==> config.mk <==
export PLATFORM = sky130hd
export DESIGN_NAME = msp_v1_frame_checker_top
export DESIGN_NICKNAME = d
export VERILOG_FILES = /design/src/sv/mspfc_pkg.sv /design/src/sv/mspfc_parser.sv /design/src/sv/msp_v1_frame_checker_top.sv
export SDC_FILE = /design/constraint.sdc
export NUM_CORES = 1
export LEC_CHECK = 0
export BUFFER_PORTS_ARGS = -buffer_cell sky130_fd_sc_hd__buf_2
export CORE_ASPECT_RATIO = 0.5
export CORE_UTILIZATION = 60
export CTS_CLUSTER_DIAMETER = 120
export CTS_CLUSTER_SIZE = 8
export DETAILED_ROUTE_END_ITERATION = 10
export GPL_TIMING_DRIVEN = 1
export PLACE_DENSITY = 0.94
export SYNTH_ARGS = -nofsm -noshare
export SYNTH_HDL_FRONTEND = slang
export SYNTH_SLANG_ARGS = --single-unit
==> constraint.sdc <==
create_clock -name clk_i -period 4.71 [get_ports clk_i]
set_input_delay 1.413 -clock clk_i [delete_from_list [all_inputs] [get_ports clk_i]]
set_output_delay 1.413 -clock clk_i [all_outputs]
set_load 0.005 [all_outputs]
==> src/sv/mspfc_pkg.sv <==
// mspfc_pkg: types and constants shared by the frame checker modules
// no dependencies
`timescale 1ns / 1ps

package mspfc_pkg;

  localparam int unsigned BYTE_W   = 8;
  localparam int unsigned APB_AW   = 3;
  localparam int unsigned APB_DW   = 32;

  localparam logic [BYTE_W-1:0] CH_DOLLAR = 8'h24;
  localparam logic [BYTE_W-1:0] CH_M      = 8'h4D;
  localparam logic [BYTE_W-1:0] CH_LT     = 8'h3C;
  localparam logic [BYTE_W-1:0] CH_GT     = 8'h3E;

  localparam logic [BYTE_W-1:0] CNT_MAX       = 8'hFF;
  localparam logic [BYTE_W-1:0] THRESH_RESET  = 8'd3;

  localparam logic [APB_AW-1:0] ADDR_BAD_THRESH = 3'd0;

  typedef enum logic [6:0] {
    PH_IDLE     = 7'b0000001,
    PH_HDR_M    = 7'b0000010,
    PH_HDR_DIR  = 7'b0000100,
    PH_LEN      = 7'b0001000,
    PH_CMD      = 7'b0010000,
    PH_PAYLOAD  = 7'b0100000,
    PH_CHECKSUM = 7'b1000000
  } phase_e;

  typedef struct packed {
    logic              frame_done;
    logic              frame_good;
    logic [BYTE_W-1:0] frame_command;
    logic              device_detected;
    logic [BYTE_W-1:0] good_frames;
    logic [BYTE_W-1:0] bad_frames;
  } result_t;

endpackage

==> src/sv/mspfc_parser.sv <==
// mspfc_parser: frame parser state, checksum and saturating frame counters
// depends on mspfc_pkg
`timescale 1ns / 1ps

module mspfc_parser (
  input  logic                           clk_i,
  input  logic                           rst_ni,
  input  logic                           step_i,
  input  logic [mspfc_pkg::BYTE_W-1:0]   rx_byte_i,
  input  logic [mspfc_pkg::BYTE_W-1:0]   threshold_i,
  output mspfc_pkg::result_t             result_o
);
  import mspfc_pkg::*;

  phase_e            phase_q, phase_d;
  logic [BYTE_W-1:0] len_q, len_d;
  logic [BYTE_W-1:0] cmd_q, cmd_d;
  logic [BYTE_W-1:0] xor_q, xor_d;
  logic [BYTE_W-1:0] cnt_q, cnt_d;
  logic [BYTE_W-1:0] good_q, good_d;
  logic [BYTE_W-1:0] bad_q, bad_d;
  logic              det_q, det_d;
  logic [BYTE_W-1:0] cnt_inc;
  logic              done;
  logic              good;
  logic              clear;

  assign cnt_inc = cnt_q + BYTE_W'(1);

  always_comb begin
    phase_d = phase_q;
    len_d   = len_q;
    cmd_d   = cmd_q;
    xor_d   = xor_q;
    cnt_d   = cnt_q;
    good_d  = good_q;
    bad_d   = bad_q;
    det_d   = det_q;
    done    = 1'b0;
    good    = 1'b0;
    clear   = 1'b0;
    unique case (phase_q)
      PH_HDR_M: begin
        if (rx_byte_i == CH_M) begin
          phase_d = PH_HDR_DIR;
        end else begin
          clear = 1'b1;
        end
      end
      PH_HDR_DIR: begin
        if (rx_byte_i == CH_LT || rx_byte_i == CH_GT) begin
          phase_d = PH_LEN;
        end else begin
          clear = 1'b1;
        end
      end
      PH_LEN: begin
        len_d   = rx_byte_i;
        xor_d   = rx_byte_i;
        phase_d = PH_CMD;
      end
      PH_CMD: begin
        cmd_d   = rx_byte_i;
        xor_d   = xor_q ^ rx_byte_i;
        cnt_d   = '0;
        phase_d = (len_q == '0) ? PH_CHECKSUM : PH_PAYLOAD;
      end
      PH_PAYLOAD: begin
        xor_d = xor_q ^ rx_byte_i;
        cnt_d = cnt_inc;
        if (cnt_inc >= len_q) begin
          phase_d = PH_CHECKSUM;
        end
      end
      PH_CHECKSUM: begin
        done = 1'b1;
        if (rx_byte_i == xor_q) begin
          good = 1'b1;
          if (good_q != CNT_MAX) begin
            good_d = good_q + BYTE_W'(1);
          end
        end else if (bad_q != CNT_MAX) begin
          bad_d = bad_q + BYTE_W'(1);
        end
        if (good_d != '0 || bad_d >= threshold_i) begin
          det_d = 1'b1;
        end
        clear = 1'b1;
      end
      default: begin
        phase_d = (rx_byte_i == CH_DOLLAR) ? PH_HDR_M : PH_IDLE;
      end
    endcase
    // frame command is sampled before a finished frame clears the state
    result_o.frame_command = clear ? (done ? cmd_q : '0) : cmd_d;
    if (clear) begin
      phase_d = PH_IDLE;
      len_d   = '0;
      cmd_d   = '0;
      xor_d   = '0;
      cnt_d   = '0;
    end
    result_o.frame_done      = done;
    result_o.frame_good      = good;
    result_o.device_detected = det_d;
    result_o.good_frames     = good_d;
    result_o.bad_frames      = bad_d;
  end

  always_ff @(posedge clk_i or negedge rst_ni) begin
    if (!rst_ni) begin
      phase_q <= PH_IDLE;
      len_q   <= '0;
      cmd_q   <= '0;
      xor_q   <= '0;
      cnt_q   <= '0;
      good_q  <= '0;
      bad_q   <= '0;
      det_q   <= 1'b0;
    end else if (step_i) begin
      phase_q <= phase_d;
      len_q   <= len_d;
      cmd_q   <= cmd_d;
      xor_q   <= xor_d;
      cnt_q   <= cnt_d;
      good_q  <= good_d;
      bad_q   <= bad_d;
      det_q   <= det_d;
    end
  end

endmodule

==> src/sv/msp_v1_frame_checker_top.sv <==
// Frame checker for MSP v1 traffic. Each received byte is one input item and
// yields exactly one result item carrying frame status and the running good and
// bad frame counts (saturating at 255). Throughput is one byte per clock while
// the consumer takes the results; an accepted byte passes from the input
// register through the parser into the result register. A result held by the
// consumer keeps the byte behind it in the input register, and input ready drops
// only while both registers are full and the result is not taken. The bad-frame
// detection threshold is written over the APB port at address 0 and resets to 3.
// depends on mspfc_pkg and mspfc_parser
`timescale 1ns / 1ps

module msp_v1_frame_checker_top (
  input  logic                          clk_i,
  input  logic                          rst_ni,
  input  logic                          psel,
  input  logic                          penable,
  input  logic                          pwrite,
  input  logic [mspfc_pkg::APB_AW-1:0]  paddr,
  input  logic [mspfc_pkg::APB_DW-1:0]  pwdata,
  output logic [mspfc_pkg::APB_DW-1:0]  prdata,
  output logic                          pready,
  input  logic                          rx_valid_i,
  output logic                          rx_ready_o,
  input  logic [mspfc_pkg::BYTE_W-1:0]  rx_byte_i,
  output logic                          res_valid_o,
  input  logic                          res_ready_i,
  output logic                          frame_done_o,
  output logic                          frame_good_o,
  output logic [mspfc_pkg::BYTE_W-1:0]  frame_command_o,
  output logic                          device_detected_o,
  output logic [mspfc_pkg::BYTE_W-1:0]  good_frames_o,
  output logic [mspfc_pkg::BYTE_W-1:0]  bad_frames_o
);
  import mspfc_pkg::*;

  logic [BYTE_W-1:0] thresh_q;
  logic              in_valid_q;
  logic [BYTE_W-1:0] in_byte_q;
  logic              res_valid_q;
  result_t           res_q;
  result_t           res_d;
  logic              res_free;
  logic              step;

  // apb register
  assign pready = 1'b1;
  assign prdata = (paddr == ADDR_BAD_THRESH) ? APB_DW'(thresh_q) : '0;

  always_ff @(posedge clk_i or negedge rst_ni) begin
    if (!rst_ni) begin
      thresh_q <= THRESH_RESET;
    end else if (psel && penable && pwrite && paddr == ADDR_BAD_THRESH) begin
      thresh_q <= pwdata[BYTE_W-1:0];
    end
  end

  // pipeline control
  assign res_free   = !res_valid_q || res_ready_i;
  assign step       = in_valid_q && res_free;
  assign rx_ready_o = !in_valid_q || res_free;

  always_ff @(posedge clk_i or negedge rst_ni) begin
    if (!rst_ni) begin
      in_valid_q  <= 1'b0;
      res_valid_q <= 1'b0;
    end else begin
      if (rx_ready_o) begin
        in_valid_q <= rx_valid_i;
      end
      if (res_free) begin
        res_valid_q <= in_valid_q;
      end
    end
  end

  always_ff @(posedge clk_i) begin
    if (rx_valid_i && rx_ready_o) begin
      in_byte_q <= rx_byte_i;
    end
    if (step) begin
      res_q <= res_d;
    end
  end

  mspfc_parser u_parser (
    .clk_i       (clk_i),
    .rst_ni      (rst_ni),
    .step_i      (step),
    .rx_byte_i   (in_byte_q),
    .threshold_i (thresh_q),
    .result_o    (res_d)
  );

  assign res_valid_o       = res_valid_q;
  assign frame_done_o      = res_q.frame_done;
  assign frame_good_o      = res_q.frame_good;
  assign frame_command_o   = res_q.frame_command;
  assign device_detected_o = res_q.device_detected;
  assign good_frames_o     = res_q.good_frames;
  assign bad_frames_o      = res_q.bad_frames;

endmodule
==> key figures <==
Status
  • Status: complete, no violations

Logic synthesis
  • Sequential area share after synthesis: 48.9%
  • Distinct cells, synth: 56
  • Top_reg_cell synth: dfrtp_1
  • FFs w/ async S/R, synth: 65.3%
  • Post-synth EDFFs: 35
  • Mapped Cells: 507
  • Warnings, synthesis: 0
  • Mapped Area: 0.00553 sq mm
  • Number of synthesized register bits: 101
  • Average size of a mapped cell: 10.9 sq um

Critical path
  • Buf/Inv on CP: 1
  • CP Max Fanout: 16
  • Critical Path Source Type: register
  • Slowest stage cell, crit path: edfxtp_1
  • Max incr delay on CP: 0.55 ns
  • CP arrival: 4.00 ns
  • CP dominant cell by count: a21oi_1
  • CP Cell Sequence: xor2_1 > nor4_4 > nand2_2 > o21ai_1 > mux2i_1 > inv_1 > ha_1 > o21ai_0 > a21oi_1 > o21ai_0 > a21oi_1 > a2111oi_4 > a21oi_1
  • Setup crit start: in_byte_q[1]$_DFFE_PP_
  • Reg2reg start: in_byte_q[1]$_DFFE_PP_
  • Worst Setup End Kind: register
  • Delay-heaviest family, CP: compound AO/OA/AOI/OAI gates
  • Setup CP Type: register to register
  • Data required, critical path: 4.80 ns

Clocking
  • Clock root cell: clkbuf_16
  • Postcts setup bufs: 0
  • CTS sink count: 101
  • CTS Buf Count: 9
  • CTS clk-pin slew, worst paths: 0.07 ns
  • CTS H-tree lvls: 3
  • PostCTS Resize Cnt: 0
  • CTS max path bufs: 2
  • Clock latency on the worst-skew pair: 0.36 ns
  • CTS tree: yes
  • Hold Buf Count CTS: 0

STA
  • Hold Fails Final Rpt: 0
  • Fmax: 256 MHz
  • Setup TNS: 0 ns
  • RSZ-0062 raised after global routing: false
  • Rel. slew slack: 44.1%
  • Finish-stage setup viols: 0
  • Clock Skew: 0.00548 ns
  • Max Slew Vio Count: 0
  • Final period util: 83.1%
  • Worst-Margin Slew: 0.832 ns
  • Fin crit period: 3.91 ns

Placed design
  • Gp weighted congestion: 0.915
  • DP Wirelength: 7790 microns
  • IO Port Bufs: 62

Power
  • Lkg Pwr: 0.00280 uW
  • VDD IR max: 0.000188 V
  • Power density cells: 308 mW/mm^2

Cells and area
  • Nets: 627
  • Area Growth Syn to Fin: 10.3%
  • Proportion of layout cells with a drive suffix above 1: 21.3%
  • Fill cell count: 608
  • Final core occ: 69.1%
  • Ant. Diodes: 0

GRT
  • First-pass GRT wire length: 19700 microns
  • GRT Residual Overflow: 0
  • Antenna violations before repair: 0
  • Tot GR Track Use: 26.8%
  • Largest net degree at the start of global routing: 44
  • Vias in the first global route: 4140

Drt
  • DRC viols: 0
  • Via count: 4173
  • Met3 routed WL: 1030 microns
  • Met1 Wirelength: 4840 microns
  • Drt wl/cell: 17.6 microns
  • Antenna viol nets, final: 0
  • Total Routed Length: 12000 microns
  • Top layer in use: met4
  • Initial drt markers: 453
  • Average vias per placed instance: 6.14
  • Drt first pass iters: 5
  • Wire length on met2: 5750 microns

Hold path
  • Hold path startpoint: in_valid_q$_DFFE_PN0N_
  • Hold WC Path Type: register to register

Flow run
  • Max-cap viol count: 0

Floorplan
  • Number of top-level pins: 112
  • Core area: 0.00883 sq mm
  • Area of the die: 0.00963 sq mm
  • Initial Utilization: 62.6%
  • Die height: 69.9 microns
  • Die Width: 138 microns
  • Row cnt: 24
## layout by cell type (no fill, tap or decap), drive strengths merged, types with 20 or more instances in the layout
cell	count
a22o	30
buf	66
conb	25
dfrtp	63
edfxtp	35
inv	20
nand2	39
nor2	20
o21ai	23
## per-layer routing
| metal | global-route usage [%] | up-vias |
|---|---|---|
| met5 | 0 | - |
| met4 | 12.8 | 0 |
| met3 | 7.19 | 43 |
| met2 | 43.6 | 242 |
| met1 | 33.4 | 1986 |
| li1 | - | 1902 |
## layout make-up
class | instances | area (sq um) | area share, %
Tap cell | 117 | 146 | 2.40
Clock inverter | 7 | 76.3 | 1.25
Inverter | 21 | 78.8 | 1.29
Sequential cell | 101 | 2710 | 44.4
Timing Repair Buffer | 66 | 340 | 5.58
Multi-Input combinational cell | 359 | 2520 | 41.4
Clock buffer | 9 | 225 | 3.69
## synthesized netlist by cell type, types with 6 or more instances
library cell / number / area share, %
a21o_1: 9 / 1.2
a21oi_1: 15 / 1.4
a22o_1: 30 / 4.8
a31oi_1: 12 / 1.4
and2_1: 11 / 1.2
buf_2: 8 / 0.72
buf_4: 26 / 3.5
clkbuf_1: 13 / 0.88
dfrtp_1: 63 / 29
edfxtp_1: 35 / 19
ha_1: 19 / 4.3
inv_1: 20 / 1.4
mux2_2: 17 / 3.5
nand2_1: 38 / 2.6
nand2b_1: 8 / 0.91
nand3_1: 17 / 1.5
nor2_1: 20 / 1.4
nor3_1: 16 / 1.4
nor4_1: 6 / 0.68
o21ai_0: 19 / 1.7
o221a_2: 8 / 1.6
xnor2_1: 17 / 2.7
xor2_1: 19 / 3.0
## stage by stage
| stage | instances | setup slack [ns] | hold WS, ns | instance area, sq um | total power [uW] |
|---|---|---|---|---|---|
| floorplan | 530 | 0.984 | 0.457 | 5620 | 1090 |
| detailed placement | 664 | 0.848 | 0.490 | 5800 | 1140 |
| global placement | 664 | 0.882 | 0.477 | 5800 | 1130 |
| CTS | 680 | 0.846 | 0.497 | 6100 | 1880 |
| finish | 680 | 0.796 | 0.493 | 6100 | 1880 |
| global route | 680 | 0.593 | 0.518 | 6100 | 1940 |
## flip-flops by register name (all words and copies together), names as in the netlist, 8 cells and up
name             flops
frame_command_o      8
u_parser.cnt_q       8
u_parser.len_q       8
u_parser.xor_q       8
u_parser.cmd_q       8
u_parser.good_q      8
u_parser.bad_q       8
good_frames_o        8
in_byte_q            8
bad_frames_o         8
thresh_q             8
## logic make-up after synthesis
| group | count (synthesis) | synth area share, % |
|---|---|---|
| compound gates | 112 | 15.4 |
| mux | 19 | 3.82 |
| simple gates | 148 | 14.8 |
| flops | 101 | 48.9 |
| other cells | 2 | 0.136 |
| fa+ha+maj | 19 | 4.30 |
| xor+xnor | 36 | 5.70 |
| buf+inv | 70 | 6.97 |
## power by group
part / leakage (uW) / switching (uW) / internal (uW) / total, uW
logic: 0.00144 / 85.3 / 52.9 / 138
clock network: 0.000130 / 342 / 412 / 754
registers: 0.00124 / 30.0 / 954 / 984
## path summary, 6_finish.rpt
path	slack (ns)	end	cells after the start
worst max-delay path	0.80	device_detected_o$_DFFE_PP_	13
max in group asynchronous	2.68	u_parser.cnt_q[1]$_DFFE_PN0P_	2
worst min register to register	0.49	res_valid_o$_DFFE_PN0P_	1
worst min-delay path	0.49	res_valid_o$_DFFE_PN0P_	1
worst max register to register	0.80	device_detected_o$_DFFE_PP_	13
min in group asynchronous	1.05	u_parser.good_q[0]$_DFFE_PN0P_	1
No activity file was read; power rests on OpenSTA's default activity.
